## config.mk

```make
export PLATFORM = sky130hd
export DESIGN_NAME = alu8_with_flags
export DESIGN_NICKNAME = d
export VERILOG_FILES = /design/src/rtl/core/alu8f_pkg.sv /design/src/rtl/core/alu8_with_flags.sv /design/src/rtl/core/alu8f_core.sv
export VERILOG_INCLUDE_DIRS = /design/src /design/src/rtl/core
export SDC_FILE = /design/constraint.sdc
export NUM_CORES = 1
export LEC_CHECK = 0
export BUFFER_PORTS_ARGS = -buffer_cell sky130_fd_sc_hd__buf_2
export CAP_MARGIN = 20
export CORE_MARGIN = 2
export CORE_UTILIZATION = 40
export DETAILED_ROUTE_END_ITERATION = 8
export PLACE_DENSITY_LB_ADDON = 0.08
export REMOVE_ABC_BUFFERS = 1
export SLEW_MARGIN = 10
export SYNTH_ARGS = -nofsm -noshare
export SYNTH_HDL_FRONTEND = slang
export SYNTH_SLANG_ARGS = --single-unit
```

## constraint.sdc

```tcl
create_clock -name clock -period 12.45 [get_ports clock]
set_clock_uncertainty 0.1 [all_clocks]
set_input_delay 1.245 -clock clock [delete_from_list [all_inputs] [get_ports clock]]
set_output_delay 1.245 -clock clock [all_outputs]
set_load 0.05 [all_outputs]
```

## src/rtl/core/alu8_with_flags_macros.svh

```systemverilog
// ----------------------------------------------------------------------------
// alu8_with_flags_macros
// Assertion macros shared by the ALU block.
// ----------------------------------------------------------------------------
`ifndef ALU8_WITH_FLAGS_MACROS_SVH
`define ALU8_WITH_FLAGS_MACROS_SVH

// check a consequent in the same cycle as its antecedent
`define A8F_ASSERT_NOW(label, clk, rst, ante, cons) \
   label: assert property (@(posedge clk) disable iff (rst) (ante) |-> (cons)) \
      else $error("alu8_with_flags: same-cycle check failed");

// check a consequent in the cycle after its antecedent
`define A8F_ASSERT_NEXT(label, clk, rst, ante, cons) \
   label: assert property (@(posedge clk) disable iff (rst) (ante) |=> (cons)) \
      else $error("alu8_with_flags: next-cycle check failed");

`endif

```

## src/rtl/core/alu8f_pkg.sv

```systemverilog
// ----------------------------------------------------------------------------
// alu8f_pkg
// Word types, operation codes, flag masks and flag helpers for the 8-bit ALU.
// ----------------------------------------------------------------------------
package alu8f_pkg;

   typedef struct packed {
      logic [4:0] cmd;
      logic [7:0] acc_in;
      logic [7:0] flags_in;
      logic [7:0] operand;
   } alu8f_req_type;

   typedef struct packed {
      logic [7:0] result;
      logic [7:0] flags_out;
      logic       write_back;
   } alu8f_rsp_type;

   localparam logic [4:0] CMD_ADD  = 5'd0;
   localparam logic [4:0] CMD_ADC  = 5'd1;
   localparam logic [4:0] CMD_SUB  = 5'd2;
   localparam logic [4:0] CMD_SBC  = 5'd3;
   localparam logic [4:0] CMD_AND  = 5'd4;
   localparam logic [4:0] CMD_XOR  = 5'd5;
   localparam logic [4:0] CMD_OR   = 5'd6;
   localparam logic [4:0] CMD_CP   = 5'd7;
   localparam logic [4:0] CMD_INC  = 5'd8;
   localparam logic [4:0] CMD_DEC  = 5'd9;
   localparam logic [4:0] CMD_DAA  = 5'd10;
   localparam logic [4:0] CMD_CPL  = 5'd11;
   localparam logic [4:0] CMD_SCF  = 5'd12;
   localparam logic [4:0] CMD_CCF  = 5'd13;
   localparam logic [4:0] CMD_RLCA = 5'd14;
   localparam logic [4:0] CMD_RRCA = 5'd15;
   localparam logic [4:0] CMD_RLA  = 5'd16;
   localparam logic [4:0] CMD_RRA  = 5'd17;

   localparam logic [7:0] FLAG_C    = 8'h01;
   localparam logic [7:0] FLAG_N    = 8'h02;
   localparam logic [7:0] FLAG_P    = 8'h04;
   localparam logic [7:0] FLAG_3    = 8'h08;
   localparam logic [7:0] FLAG_H    = 8'h10;
   localparam logic [7:0] FLAG_5    = 8'h20;
   localparam logic [7:0] FLAG_Z    = 8'h40;
   localparam logic [7:0] FLAG_S    = 8'h80;
   localparam logic [7:0] FLAG_KEEP = FLAG_P | FLAG_Z | FLAG_S;
   localparam logic [7:0] FLAG_35   = FLAG_3 | FLAG_5;

   localparam logic [7:0] VAL_MIN_NEG = 8'h80;
   localparam logic [7:0] VAL_MAX_POS = 8'h7f;
   localparam logic [7:0] DAA_LO_ADJ  = 8'h06;
   localparam logic [7:0] DAA_HI_ADJ  = 8'h60;
   localparam logic [7:0] DAA_LIMIT   = 8'h99;
   localparam logic [3:0] DAA_DIGIT   = 4'h9;

   function automatic logic [7:0] sz53_of(input logic [7:0] v);
      logic [7:0] f;
      f = v & (FLAG_S | FLAG_35);
      if (v == 8'h00) begin
         f = f | FLAG_Z;
      end
      return f;
   endfunction

   function automatic logic [7:0] szp_of(input logic [7:0] v);
      logic [7:0] f;
      f = sz53_of(v);
      if (!(^v)) begin
         f = f | FLAG_P;
      end
      return f;
   endfunction

endpackage

```

## src/rtl/core/alu8_with_flags.sv

```systemverilog
// ----------------------------------------------------------------------------
// alu8_with_flags
// 8-bit accumulator ALU with full flag generation.
// An accepted word is registered in s1, then its result with rsp_valid.
// Throughput: one word per cycle; busy is high only while reset is held.
// Synchronous reset clears both valid stages; no result is in flight after it.
// The receiver cannot stall: each result is strobed for exactly one cycle.
// ----------------------------------------------------------------------------
`include "alu8_with_flags_macros.svh"

module alu8_with_flags
   import alu8f_pkg::*;
(
   input  logic          clock,
   input  logic          reset,
   input  logic          start,
   output logic          busy,
   input  alu8f_req_type req_data,
   output logic          rsp_valid,
   output alu8f_rsp_type rsp_data
);

   logic          s1_valid_ff;
   logic          s1_valid_in;
   alu8f_req_type s1_req_ff;
   logic          rsp_valid_ff;
   alu8f_rsp_type rsp_ff;
   alu8f_rsp_type rsp_in;

   assign busy        = reset;
   assign s1_valid_in = start & ~busy;

   always_ff @(posedge clock) begin
      if (reset) begin
         s1_valid_ff  <= 1'b0;
         rsp_valid_ff <= 1'b0;
      end else begin
         s1_valid_ff  <= s1_valid_in;
         rsp_valid_ff <= s1_valid_ff;
      end
   end

   always_ff @(posedge clock) begin
      if (s1_valid_in) begin
         s1_req_ff <= req_data;
      end
      if (s1_valid_ff) begin
         rsp_ff <= rsp_in;
      end
   end

   alu8f_core u_core (
      .req_data (s1_req_ff),
      .rsp_data (rsp_in)
   );

   assign rsp_valid = rsp_valid_ff;
   assign rsp_data  = rsp_ff;

   `A8F_ASSERT_NOW(a_accept_to_strobe, clock, reset, start && !busy, ##2 rsp_valid)
   `A8F_ASSERT_NOW(a_strobe_has_source, clock, reset, rsp_valid, $past(start && !busy, 2))
   `A8F_ASSERT_NEXT(a_cp_keeps_acc, clock, reset, s1_valid_ff && s1_req_ff.cmd == CMD_CP,
      rsp_valid && !rsp_data.write_back && rsp_data.result == $past(s1_req_ff.acc_in))

endmodule

```

## src/rtl/core/alu8f_core.sv

```systemverilog
// ----------------------------------------------------------------------------
// alu8f_core
// Result and flag logic for one ALU word.
// ----------------------------------------------------------------------------
module alu8f_core
   import alu8f_pkg::*;
(
   input  alu8f_req_type req_data,
   output alu8f_rsp_type rsp_data
);

   logic [7:0] a;
   logic [7:0] b;
   logic [7:0] f;
   logic       cin;
   logic [8:0] sum9;
   logic [8:0] diff9;
   logic [7:0] inc8;
   logic [7:0] dec8;
   logic       daa_lo_big;
   logic       daa_carry;
   logic [7:0] daa_adj;
   logic [7:0] r;
   logic [7:0] nf;
   logic       wb;

   always_comb begin
      a     = req_data.acc_in;
      b     = req_data.operand;
      f     = req_data.flags_in;
      cin   = f[0];
      sum9  = {1'b0, a} + {1'b0, b} + {8'h00, (req_data.cmd == CMD_ADC) & cin};
      diff9 = {1'b0, a} - {1'b0, b} - {8'h00, (req_data.cmd == CMD_SBC) & cin};
      inc8  = b + 8'd1;
      dec8  = b - 8'd1;

      daa_lo_big = (a[3:0] > DAA_DIGIT);
      daa_carry  = cin | (a > DAA_LIMIT);
      daa_adj    = (((f & FLAG_H) != 8'h00) || daa_lo_big ? DAA_LO_ADJ : 8'h00)
                 | (daa_carry ? DAA_HI_ADJ : 8'h00);

      r  = a;
      nf = f;
      wb = 1'b1;

      case (req_data.cmd) inside
         CMD_ADD, CMD_ADC: begin
            r  = sum9[7:0];
            nf = (sum9[8] ? FLAG_C : 8'h00)
               | ((a ^ b ^ sum9[7:0]) & FLAG_H)
               | ((~(a[7] ^ b[7]) & (a[7] ^ sum9[7])) ? FLAG_P : 8'h00)
               | sz53_of(sum9[7:0]);
         end
         CMD_SUB, CMD_SBC, CMD_CP: begin
            r  = diff9[7:0];
            nf = (diff9[8] ? FLAG_C : 8'h00) | FLAG_N
               | ((a ^ b ^ diff9[7:0]) & FLAG_H)
               | (((a[7] ^ b[7]) & (a[7] ^ diff9[7])) ? FLAG_P : 8'h00);
            if (req_data.cmd == CMD_CP) begin
               nf = nf | (b & FLAG_35) | (diff9[7:0] & FLAG_S)
                  | ((diff9[7:0] == 8'h00) ? FLAG_Z : 8'h00);
               r  = a;
               wb = 1'b0;
            end else begin
               nf = nf | sz53_of(diff9[7:0]);
            end
         end
         CMD_AND: begin
            r  = a & b;
            nf = FLAG_H | szp_of(a & b);
         end
         CMD_XOR: begin
            r  = a ^ b;
            nf = szp_of(a ^ b);
         end
         CMD_OR: begin
            r  = a | b;
            nf = szp_of(a | b);
         end
         CMD_INC: begin
            r  = inc8;
            nf = (f & FLAG_C)
               | ((inc8 == VAL_MIN_NEG) ? FLAG_P : 8'h00)
               | ((inc8[3:0] == 4'h0) ? FLAG_H : 8'h00)
               | sz53_of(inc8);
         end
         CMD_DEC: begin
            r  = dec8;
            nf = (f & FLAG_C) | FLAG_N
               | ((dec8 == VAL_MAX_POS) ? FLAG_P : 8'h00)
               | ((dec8[3:0] == 4'hf) ? FLAG_H : 8'h00)
               | sz53_of(dec8);
         end
         CMD_DAA: begin
            if ((f & FLAG_N) == 8'h00) begin
               r  = a + daa_adj;
               nf = daa_lo_big ? FLAG_H : 8'h00;
            end else begin
               r  = a - daa_adj;
               nf = FLAG_N
                  | ((((f & FLAG_H) != 8'h00) && (a[3:0] < DAA_LO_ADJ[3:0])) ? FLAG_H
                                                                              : 8'h00);
            end
            nf = nf | (daa_carry ? FLAG_C : 8'h00) | szp_of(r);
         end
         CMD_CPL: begin
            r  = ~a;
            nf = (f & (FLAG_C | FLAG_KEEP)) | (~a & FLAG_35) | FLAG_N | FLAG_H;
         end
         CMD_SCF: begin
            nf = (f & FLAG_KEEP) | (a & FLAG_35) | FLAG_C;
         end
         CMD_CCF: begin
            nf = (f & FLAG_KEEP) | (cin ? FLAG_H : FLAG_C) | (a & FLAG_35);
         end
         CMD_RLCA: begin
            r  = {a[6:0], a[7]};
            nf = (f & FLAG_KEEP) | ({a[6:0], a[7]} & (FLAG_C | FLAG_35));
         end
         CMD_RRCA: begin
            r  = {a[0], a[7:1]};
            nf = (f & FLAG_KEEP) | (a & FLAG_C) | ({a[0], a[7:1]} & FLAG_35);
         end
         CMD_RLA: begin
            r  = {a[6:0], cin};
            nf = (f & FLAG_KEEP) | ({a[6:0], cin} & FLAG_35) | {7'h00, a[7]};
         end
         CMD_RRA: begin
            r  = {cin, a[7:1]};
            nf = (f & FLAG_KEEP) | ({cin, a[7:1]} & FLAG_35) | (a & FLAG_C);
         end
         default: begin
            r  = a;
            nf = f;
            wb = 1'b0;
         end
      endcase

      rsp_data.result     = r;
      rsp_data.flags_out  = nf;
      rsp_data.write_back = wb;
   end

endmodule

```

==> flow_summary_export.csv, run 1 <==
group,metric,value,unit
status,outcome,"finished, final reports clean",
routing,first_pass_iters,5,
yosys,ys_ff_latch,48,
setup_path,path_delay_family,"compound AO/OA/AOI/OAI gates",
global_routing,grt_overflow,0,
setup_path,crit_chain,"inv_1 > nand2_1 > a311o_1 > a21oi_1 > ha_1 > inv_1 > o21ai_0 > ha_1 > a21o_1 > a31oi_1 > xor2_1 > ha_1 > xnor2_1 > xnor2_1 > o21ai_0 > o21ai_1 > and3_1 > a21oi_1 > o211a_1",
routing,drtIter0Drc,691,
floorplan,ios,51,
setup_path,r2r-end,"rsp_data[3]",
power,peakVddDrop,0.0679,mV
floorplan,core_area,0.0133,mm²
sta,period_share,0.376,
clock_tree,clk_latency,0.31,ns
yosys,syn_inst,655,
yosys,synth_top_area_frac,0.250,
sta,tightest_slew,0.845,ns
yosys,async_flop_share,0,
clock_tree,tritoncts,"built",
sta,slew_viol_final,0,
yosys,yosysWarnings,0,
hold_path,hold_depth,2,
yosys,synth_ff_type,"edfxtp_1",
clock_tree,cts-root-buf,"clkbuf_16",
finish,drive_gt1_frac,0.129,
floorplan,die_y,122,µm
global_routing,grt_pass1_wl,31600,µm
hold_path,hp-start,"s1_req_ff[9]",
clock_tree,post_cts_buffers,0,
floorplan,dieWidth,122,µm
yosys,syn_area,0.00552,mm²
global_routing,grt_pass1_vias,5220,
sta,setup_violations,0,
place,io_buffers,50,
yosys,seq_area_frac_synth,0.257,
finish,final_cells,864,
yosys,synth_edf_count,46,
power,power_per_cell_area,111,mW/mm²
finish,num_antenna_cells,0,
setup_path,reg2reg_slack,7.77,ns
sta,max_slew_margin,0.435,
floorplan,start_util,0.414,
clock_tree,clkTransAtPathRegs,0.06,ns
power,p_leak,2.37,nW
global_routing,track_usage,0.286,
finish,syn2layout_area_growth,9.42,%
yosys,ys_types,86,
place,dp_hpwl,16200,µm
setup_path,path_class,"flip-flop to flip-flop",
global_routing,antenna_found_initial,0,
setup_path,cpPeakStageDelay,0.62,ns
sta,rsz0062_at_grt,"false",
floorplan,placementRows,42,
clock_tree,clockBufferDepth,2,
setup_path,cp.required,12.53,ns
flow_run,maxCapViolCount,0,
sta,hold_viol,0,
clock_tree,cts-resized-gates,0,
finish,final_cell_mix,"61 x nand2_1, 61 x ha_1, 50 x buf_2",
place,dp.cells,856,
yosys,synth_top_cell_by_area,"edfxtp_1",
setup_path,r2r_start,"s1_req_ff[17]",
finish,nets,784,
sta,clock.fmax,214,MHz
sta,fin_tns_setup,0,ns
setup_path,reg2reg_depth,19,
setup_path,end_kind,"flip-flop",
hold_path,hold_class,"flip-flop to flip-flop",
clock_tree,cts_buffers,5,
yosys,avgSynthCellArea,8.43,µm²
setup_path,start_kind,"flip-flop",
sta,period_needed,4.68,ns
setup_path,worstPathArrival,4.76,ns
setup_path,cpMostUsedCell,"ha_1",
routing,ant_nets,0,
clock_tree,cts-htree-levels,2,
floorplan,die-area,0.0148,mm²
routing,vias_per_cell,6.41,
yosys,netlist_top_cells_area,"edfxtp_1 25%, ha_1 14%, xnor2_1 5.5%",
place,globalplace.congestion,0.950,
routing,routed_wl,20800,µm
global_routing,grt_max_degree,39,
routing,wl_per_cell,24.1,µm
clock_tree,clock_sinks,48,
setup_path,crit_slowest_cell,"edfxtp_1",
routing,drc_errors,0,
setup_path,path_buf_inv,2,
hold_path,min_to,"rsp_data[2]",
clock_tree,hold_buffers,0,
routing,vias,5537,
setup_path,crit_fanout,12,
cell families (layout without fill, tap and decap cells):
| kind of cell | after synthesis | after routing | share of synthesized area |
|---|---|---|---|
| compound gates | 210 | 210 | 0.253 |
| xor+xnor | 44 | 44 | 0.0711 |
| fa+ha+maj | 65 | 65 | 0.153 |
| buf+inv | 81 | 114 | 0.0652 |
| flops | 48 | 48 | 0.257 |
| mux | 6 | 6 | 0.0113 |
| simple gates | 201 | 201 | 0.189 |
cell type report:
cell class | instances | area [µm²]
inverters | 48 | 180
well taps | 176 | 220
fillers | 1354 | 7300
multi-input cells | 526 | 3740
clock buffers | 5 | 125
clock inverters | 3 | 42.5
flip-flops and latches | 48 | 1420
repair buffers | 58 | 310
flip-flops by register name (all words and copies together) (netlist names):
| register | flops |
|---|---|
| s1_req_ff | 29 |
| rsp_valid | 1 |
| s1_valid_ff | 1 |
| rsp_data | 17 |
synthesized netlist by cell type, drive strengths merged (5+ instances only):
library cell  count
a211oi            5
a21oi            46
a221oi            5
a31oi            13
a32oi             5
buf              19
clkbuf           14
edfxtp           46
ha               61
inv              48
nand2            62
nand2b            8
nand3            16
nand4             7
nor2             46
nor2b             9
nor3             17
nor3b             6
o211ai            9
o21ai            50
o221ai           10
o22ai            17
or3               5
xnor2            35
xor2              9
per-stage QoR:
step | area (µm²) | hold slack (ns) | setup WS [ns] | util | power [mW]
after detailed placement | 5880 | 0.668 | 7.85 | 0.440 | 0.504
after global placement | 5880 | 0.663 | 8.03 | 0.440 | 0.504
final | 6040 | 0.700 | 7.77 | 0.453 | 0.668
after floorplan | 5340 | 0.570 | 8.20 | - | 0.416
after CTS | 6040 | 0.686 | 7.80 | 0.453 | 0.663
after global routing | 6040 | 0.752 | 7.44 | 0.453 | 0.698
worst reg2reg max path, stage by stage (launching register included):
cell and delay, ns:
edfxtp_1 0.62, inv_1 0.30, nand2_1 0.13, a311o_1 0.36, a21oi_1 0.34, ha_1 0.30
inv_1 0.05, o21ai_0 0.08, ha_1 0.36, a21o_1 0.20, a31oi_1 0.16, xor2_1 0.25
ha_1 0.28, xnor2_1 0.14, xnor2_1 0.12, o21ai_0 0.17, o21ai_1 0.11, and3_1 0.18
a21oi_1 0.15, o211a_1 0.16
worst max-delay path by stage:
stage | startpoint | to | cells past startpoint | slack, ns
after floorplan | s1_req_ff[26] | rsp_data[7] | 9 | 8.20
after global placement | s1_req_ff[17] | rsp_data[3] | 19 | 8.03
after detailed placement | s1_req_ff[17] | rsp_data[3] | 19 | 7.85
after CTS | s1_req_ff[17] | rsp_data[3] | 19 | 7.80
after global routing | s1_req_ff[17] | rsp_data[3] | 20 | 7.44
final | s1_req_ff[17] | rsp_data[3] | 19 | 7.77
layer usage:
metal / wire length, µm / global-route usage / vias to the layer above
met1: 8870 / 0.398 / 2620
met5: 42 / 0.0243 / -
met2: 8740 / 0.417 / 357
met4: 855 / 0.122 / 2
met3: 2290 / 0.0738 / 52
li1: - / - / 2506
power by group:
group          internal (mW)  switching [mW]
Sequential             0.194          0.0173
Combinational          0.109           0.190
Clock                 0.0944          0.0637
Total                  0.398           0.271
No activity file was read; power rests on OpenSTA's default activity.
==> run 2, diff against run 1 <==
- clock period: 12.45 -> 4.15 ns (I/O delays scaled with it)
==> flow_summary_export.csv, run 2 (synthesized netlist as in run 1, its figures left out) <==
group,metric,value,unit
clock_tree,clockBufferDepth,2,
global_routing,track_usage,0.297,
power,power_per_cell_area,329,mW/mm²
global_routing,antenna_found_initial,0,
setup_path,reg2reg_slack,0.16,ns
sta,period_needed,3.99,ns
finish,fill_cells,1357,
clock_tree,clock_sinks,48,
clock_tree,clk_latency,0.30,ns
sta,hold_ws,0.182,ns
flow_run,maxCapViolCount,0,
hold_path,hold_class,"input pin to flip-flop",
place,dp_hpwl,16800,µm
global_routing,grt_pass1_vias,5464,
finish,top_register,"s1_req_ff",
floorplan,dieWidth,122,µm
finish,nets,810,
sta,setup_violations,0,
finish,final_cell_mix,"61 x nand2_1, 61 x ha_1, 50 x buf_2, 46 x inv_1, 46 x edfxtp_1",
sta,max_slew_margin,0.430,
floorplan,placementRows,42,
hold_path,hold_depth,1,
sta,tightest_slew,0.834,ns
place,post_dp_cell_area,0.00605,mm²
global_routing,grt_max_degree,37,
setup_path,start_kind,"flip-flop",
setup_path,path_class,"flip-flop to flip-flop",
clock_tree,cts-root-buf,"clkbuf_16",
floorplan,core_area,0.0133,mm²
sta,clock.fmax,250,MHz
status,outcome,"finished, final reports clean",
place,io_buffers,50,
power,p_leak,2.51,nW
floorplan,die_y,122,µm
floorplan,ios,51,
routing,vias_per_cell,6.32,
routing,ant_nets,0,
finish,post-route-util,0.470,
place,globalplace.congestion,1.02,
routing,drtIter0Drc,642,
setup_path,r2r_start,"s1_req_ff[18]",
clock_tree,clkTransAtPathRegs,0.07,ns
hold_path,min_to,"s1_req_ff[24]",
power,finalPower,2.06,mW
clock_tree,cts_buffers,5,
finish,drive_gt1_frac,0.167,
global_routing,grt_pass1_wl,32400,µm
setup_path,worstPathArrival,4.07,ns
sta,period_share,0.962,
setup_path,crit_fanout,4,
setup_path,cp.required,4.22,ns
setup_path,end_kind,"flip-flop",
clock_tree,tritoncts,"built",
global_routing,grt_overflow,0,
routing,routed_wl,21600,µm
finish,largest_register_ff_count,29,
sta,slew_viol_final,0,
routing,vias,5631,
power,peakVddDrop,0.203,mV
setup_path,r2r-end,"rsp_data[3]",
finish,fin_area,0.00627,mm²
routing,drc_errors,0,
routing,first_pass_iters,5,
hold_path,hp-start,"req_data[24]",
finish,syn2layout_area_growth,13.5,%
routing,wl_per_cell,24.3,µm
sta,hold_viol,0,
clock_tree,cts-htree-levels,2,
setup_path,reg2reg_depth,19,
floorplan,die-area,0.0148,mm²
floorplan,start_util,0.414,
[run 2: final cells by class]
cell class | count | area (µm²) | share of cell area
Sequential cell | 48 | 1420 | 0.227
Clock inverter | 3 | 47.5 | 0.00758
Timing Repair Buffer | 84 | 505 | 0.0806
Antenna cell | 1 | 2.50 | 0.000399
Multi-Input combinational cell | 526 | 3770 | 0.601
Inverter | 48 | 180 | 0.0287
Tap cell | 176 | 220 | 0.0351
Clock buffer | 5 | 125 | 0.0199
[run 2: timing repair]
action                                  in CTS  in global routing
setup buffers                                0                  3
gates resized for setup                      0                  5
hold buffers                                 0                  0
endpoints found under the setup margin       0                  2
[run 2: per-stage QoR]
step,worst slack [ns],std cells,setup TNS [ns]
final,0.156,891,0
after floorplan,-0.101,622,-0.101
after global placement,0.315,879,0
after detailed placement,0.183,879,0
after CTS,0.113,887,0
after global routing,-0.0638,890,-0.0638
[run 2: where the power goes]
group	internal (mW)	switching (mW)	total [mW]
Sequential	0.581	0.0321	0.614
Clock	0.286	0.186	0.472
Combinational	0.370	0.605	0.975
[run 2: worst max-delay path, cell delays in order (launching register included)]
cell	delay [ns]
edfxtp_1	0.38
inv_1	0.09
nand2_1	0.09
a311o_1	0.38
a21oi_2	0.17
ha_1	0.25
inv_1	0.05
o21ai_0	0.08
ha_1	0.36
a21o_1	0.20
a31oi_1	0.17
xor2_1	0.22
ha_1	0.30
xnor2_2	0.15
xnor2_1	0.13
o21ai_1	0.13
o21ai_1	0.10
and3_1	0.18
a21oi_1	0.16
o211a_1	0.17
[run 2: layer usage]
| metal | part of all wire | track usage |
|---|---|---|
| met1 | 0.43 | 0.413 |
| met2 | 0.42 | 0.427 |
| met3 | 0.11 | 0.0855 |
| met4 | 0.047 | 0.131 |
| met5 | 0 | 0 |
[run 2: worst max path at each step]
stage                   from  slack, ns           to
3_3_place_gp   s1_req_ff[18]       0.31  rsp_data[3]
6_report       s1_req_ff[18]       0.16  rsp_data[3]
2_1_floorplan  s1_req_ff[26]      -0.10  rsp_data[7]
4_1_cts        s1_req_ff[18]       0.11  rsp_data[3]
5_1_grt        s1_req_ff[18]      -0.06  rsp_data[3]
3_5_place_dp   s1_req_ff[18]       0.18  rsp_data[3]
==> run 3, diff against run 2 <==
- PLACE_DENSITY: unset -> 0.62
- PLACE_DENSITY_LB_ADDON: 0.08 -> unset
- clock period: 4.15 -> 3.8 ns (I/O delays scaled with it)
==> flow_summary_export.csv, run 3 (synthesized netlist as in run 1, its figures left out) <==
group,metric,value,unit
power,power_per_cell_area,358,mW/mm²
clock_tree,clkTransAtPathRegs,0.07,ns
global_routing,grt_pass1_wl,32900,µm
routing,drc_errors,0,
floorplan,core_area,0.0133,mm²
sta,setup_slack,0.0434,ns
sta,period_needed,3.76,ns
routing,vias,5686,
routing,wl_per_cell,24.5,µm
finish,largest_register_ff_count,29,
finish,nets,826,
routing,vias_per_cell,6.28,
routing,ant_nets,0,
place,dp_hpwl,17300,µm
sta,hold_viol,0,
place,globalplace.congestion,1.03,
finish,layout_commonest_cell,"nand2_1",
floorplan,start_util,0.414,
finish,final_cell_mix,"60 x nand2_1, 57 x ha_1, 50 x buf_2, 50 x buf_4, 46 x edfxtp_1",
clock_tree,cts_buffers,5,
clock_tree,tritoncts,"built",
finish,top_register,"s1_req_ff",
global_routing,grt_max_degree,37,
sta,setup_violations,0,
clock_tree,clk_latency,0.30,ns
setup_path,crit_fanout,5,
floorplan,die-area,0.0148,mm²
sta,clock.fmax,266,MHz
global_routing,grt_pass1_vias,5386,
sta,period_share,0.989,
flow_run,maxCapViolCount,0,
global_routing,grt_overflow,0,
floorplan,die_y,122,µm
global_routing,track_usage,0.300,
place,io_buffers,50,
global_routing,antenna_found_initial,0,
sta,tightest_slew,0.709,ns
finish,num_antenna_cells,0,
clock_tree,cts-htree-levels,2,
routing,drtIter0Drc,643,
clock_tree,clock_sinks,48,
place,dp_slack,-0.204,ns
floorplan,ios,51,
status,outcome,"finished, final reports clean",
floorplan,placementRows,42,
sta,rsz0062_at_grt,"true",
setup_path,end_kind,"flip-flop",
power,peakVddDrop,0.345,mV
power,finalPower,2.34,mW
sta,max_slew_margin,0.526,
finish,fill_cells,1324,
setup_path,start_kind,"flip-flop",
finish,drive_gt1_frac,0.212,
setup_path,cp.required,3.75,ns
sta,slew_viol_final,0,
setup_path,path_class,"flip-flop to flip-flop",
routing,routed_wl,22200,µm
floorplan,dieWidth,122,µm
setup_path,worstPathArrival,3.71,ns
clock_tree,cts-root-buf,"clkbuf_16",
routing,first_pass_iters,5,
power,p_leak,2.60,nW
hold_path,hold_class,"input pin to flip-flop",
clock_tree,clockBufferDepth,2,
finish,syn2layout_area_growth,18.2,%
run 3: cell type report:
cell class	count	area [µm²]	area share
clock inverters	2	35.0	0.00537
clock buffers	6	129	0.0197
inverters	48	180	0.0276
multi-input cells	526	3920	0.600
well taps	176	220	0.0337
repair buffers	100	626	0.0958
flip-flops and latches	48	1420	0.218
run 3: where the power goes:
part           total, mW  switching [mW]  internal, mW  leakage (nW)
Clock              0.504           0.194         0.310        0.0808
Sequential         0.662          0.0272         0.635         0.446
Combinational       1.17           0.713         0.457          2.08
Total               2.34           0.935          1.40          2.60
run 3: through the flow:
step | cells | hold WS (ns) | setup TNS, ns | area [µm²] | utilization
floorplan | 622 | 0.352 | -0.804 | 5340 | -
CTS | 904 | 0.146 | -0.0167 | 6380 | 0.478
finish | 906 | 0.150 | 0 | 6530 | 0.489
detailed placement | 893 | 0.458 | -0.395 | 6150 | 0.461
global route | 906 | 0.141 | -0.166 | 6530 | 0.489
global placement | 893 | 0.456 | -0.0383 | 6150 | 0.461
run 3: path summary, 6_finish.rpt:
| kind | startpoint | depth (start not counted) | endpoint | slack [ns] |
|---|---|---|---|---|
| min | req_data[27] | 1 | s1_req_ff[27] | 0.15 |
| min reg2reg | s1_valid_ff | 0 | rsp_data[2] | 0.70 |
| max reg2reg | s1_req_ff[17] | 19 | rsp_data[3] | 0.04 |
| max | s1_req_ff[17] | 19 | rsp_data[3] | 0.04 |
run 3: per-layer routing:
layer / part of all wire / GRT usage / wire length [µm]
met3: 0.087 / 0.0559 / 1940
met2: 0.44 / 0.461 / 9680
met1: 0.44 / 0.428 / 9830
met4: 0.032 / 0.0891 / 720
met5: 0 / 0 / 0
run 3: repair_timing:
action                                 4_1_cts  5_1_grt
endpoints found under the hold margin        0        0
resized for setup                           13       25
setup endpoints to repair                    2        4
hold buffers                                 0        0
pin swaps                                   11       18
buffers inserted                             3        2
run 3: worst max-delay path: stages, from the launching register on:
cell and delay (ns):
edfxtp_1 0.36, inv_2 0.05, buf_4 0.12, buf_4 0.12, buf_4 0.12, buf_4 0.12
buf_4 0.17, ha_4 0.29, nor3_4 0.25, o21ai_1 0.11, a21oi_1 0.19, xor2_1 0.28
ha_1 0.30, xor2_1 0.18, xnor2_1 0.17, o21ai_1 0.10, o21ai_1 0.12, and3_1 0.19
a21oi_2 0.06, o211a_1 0.11
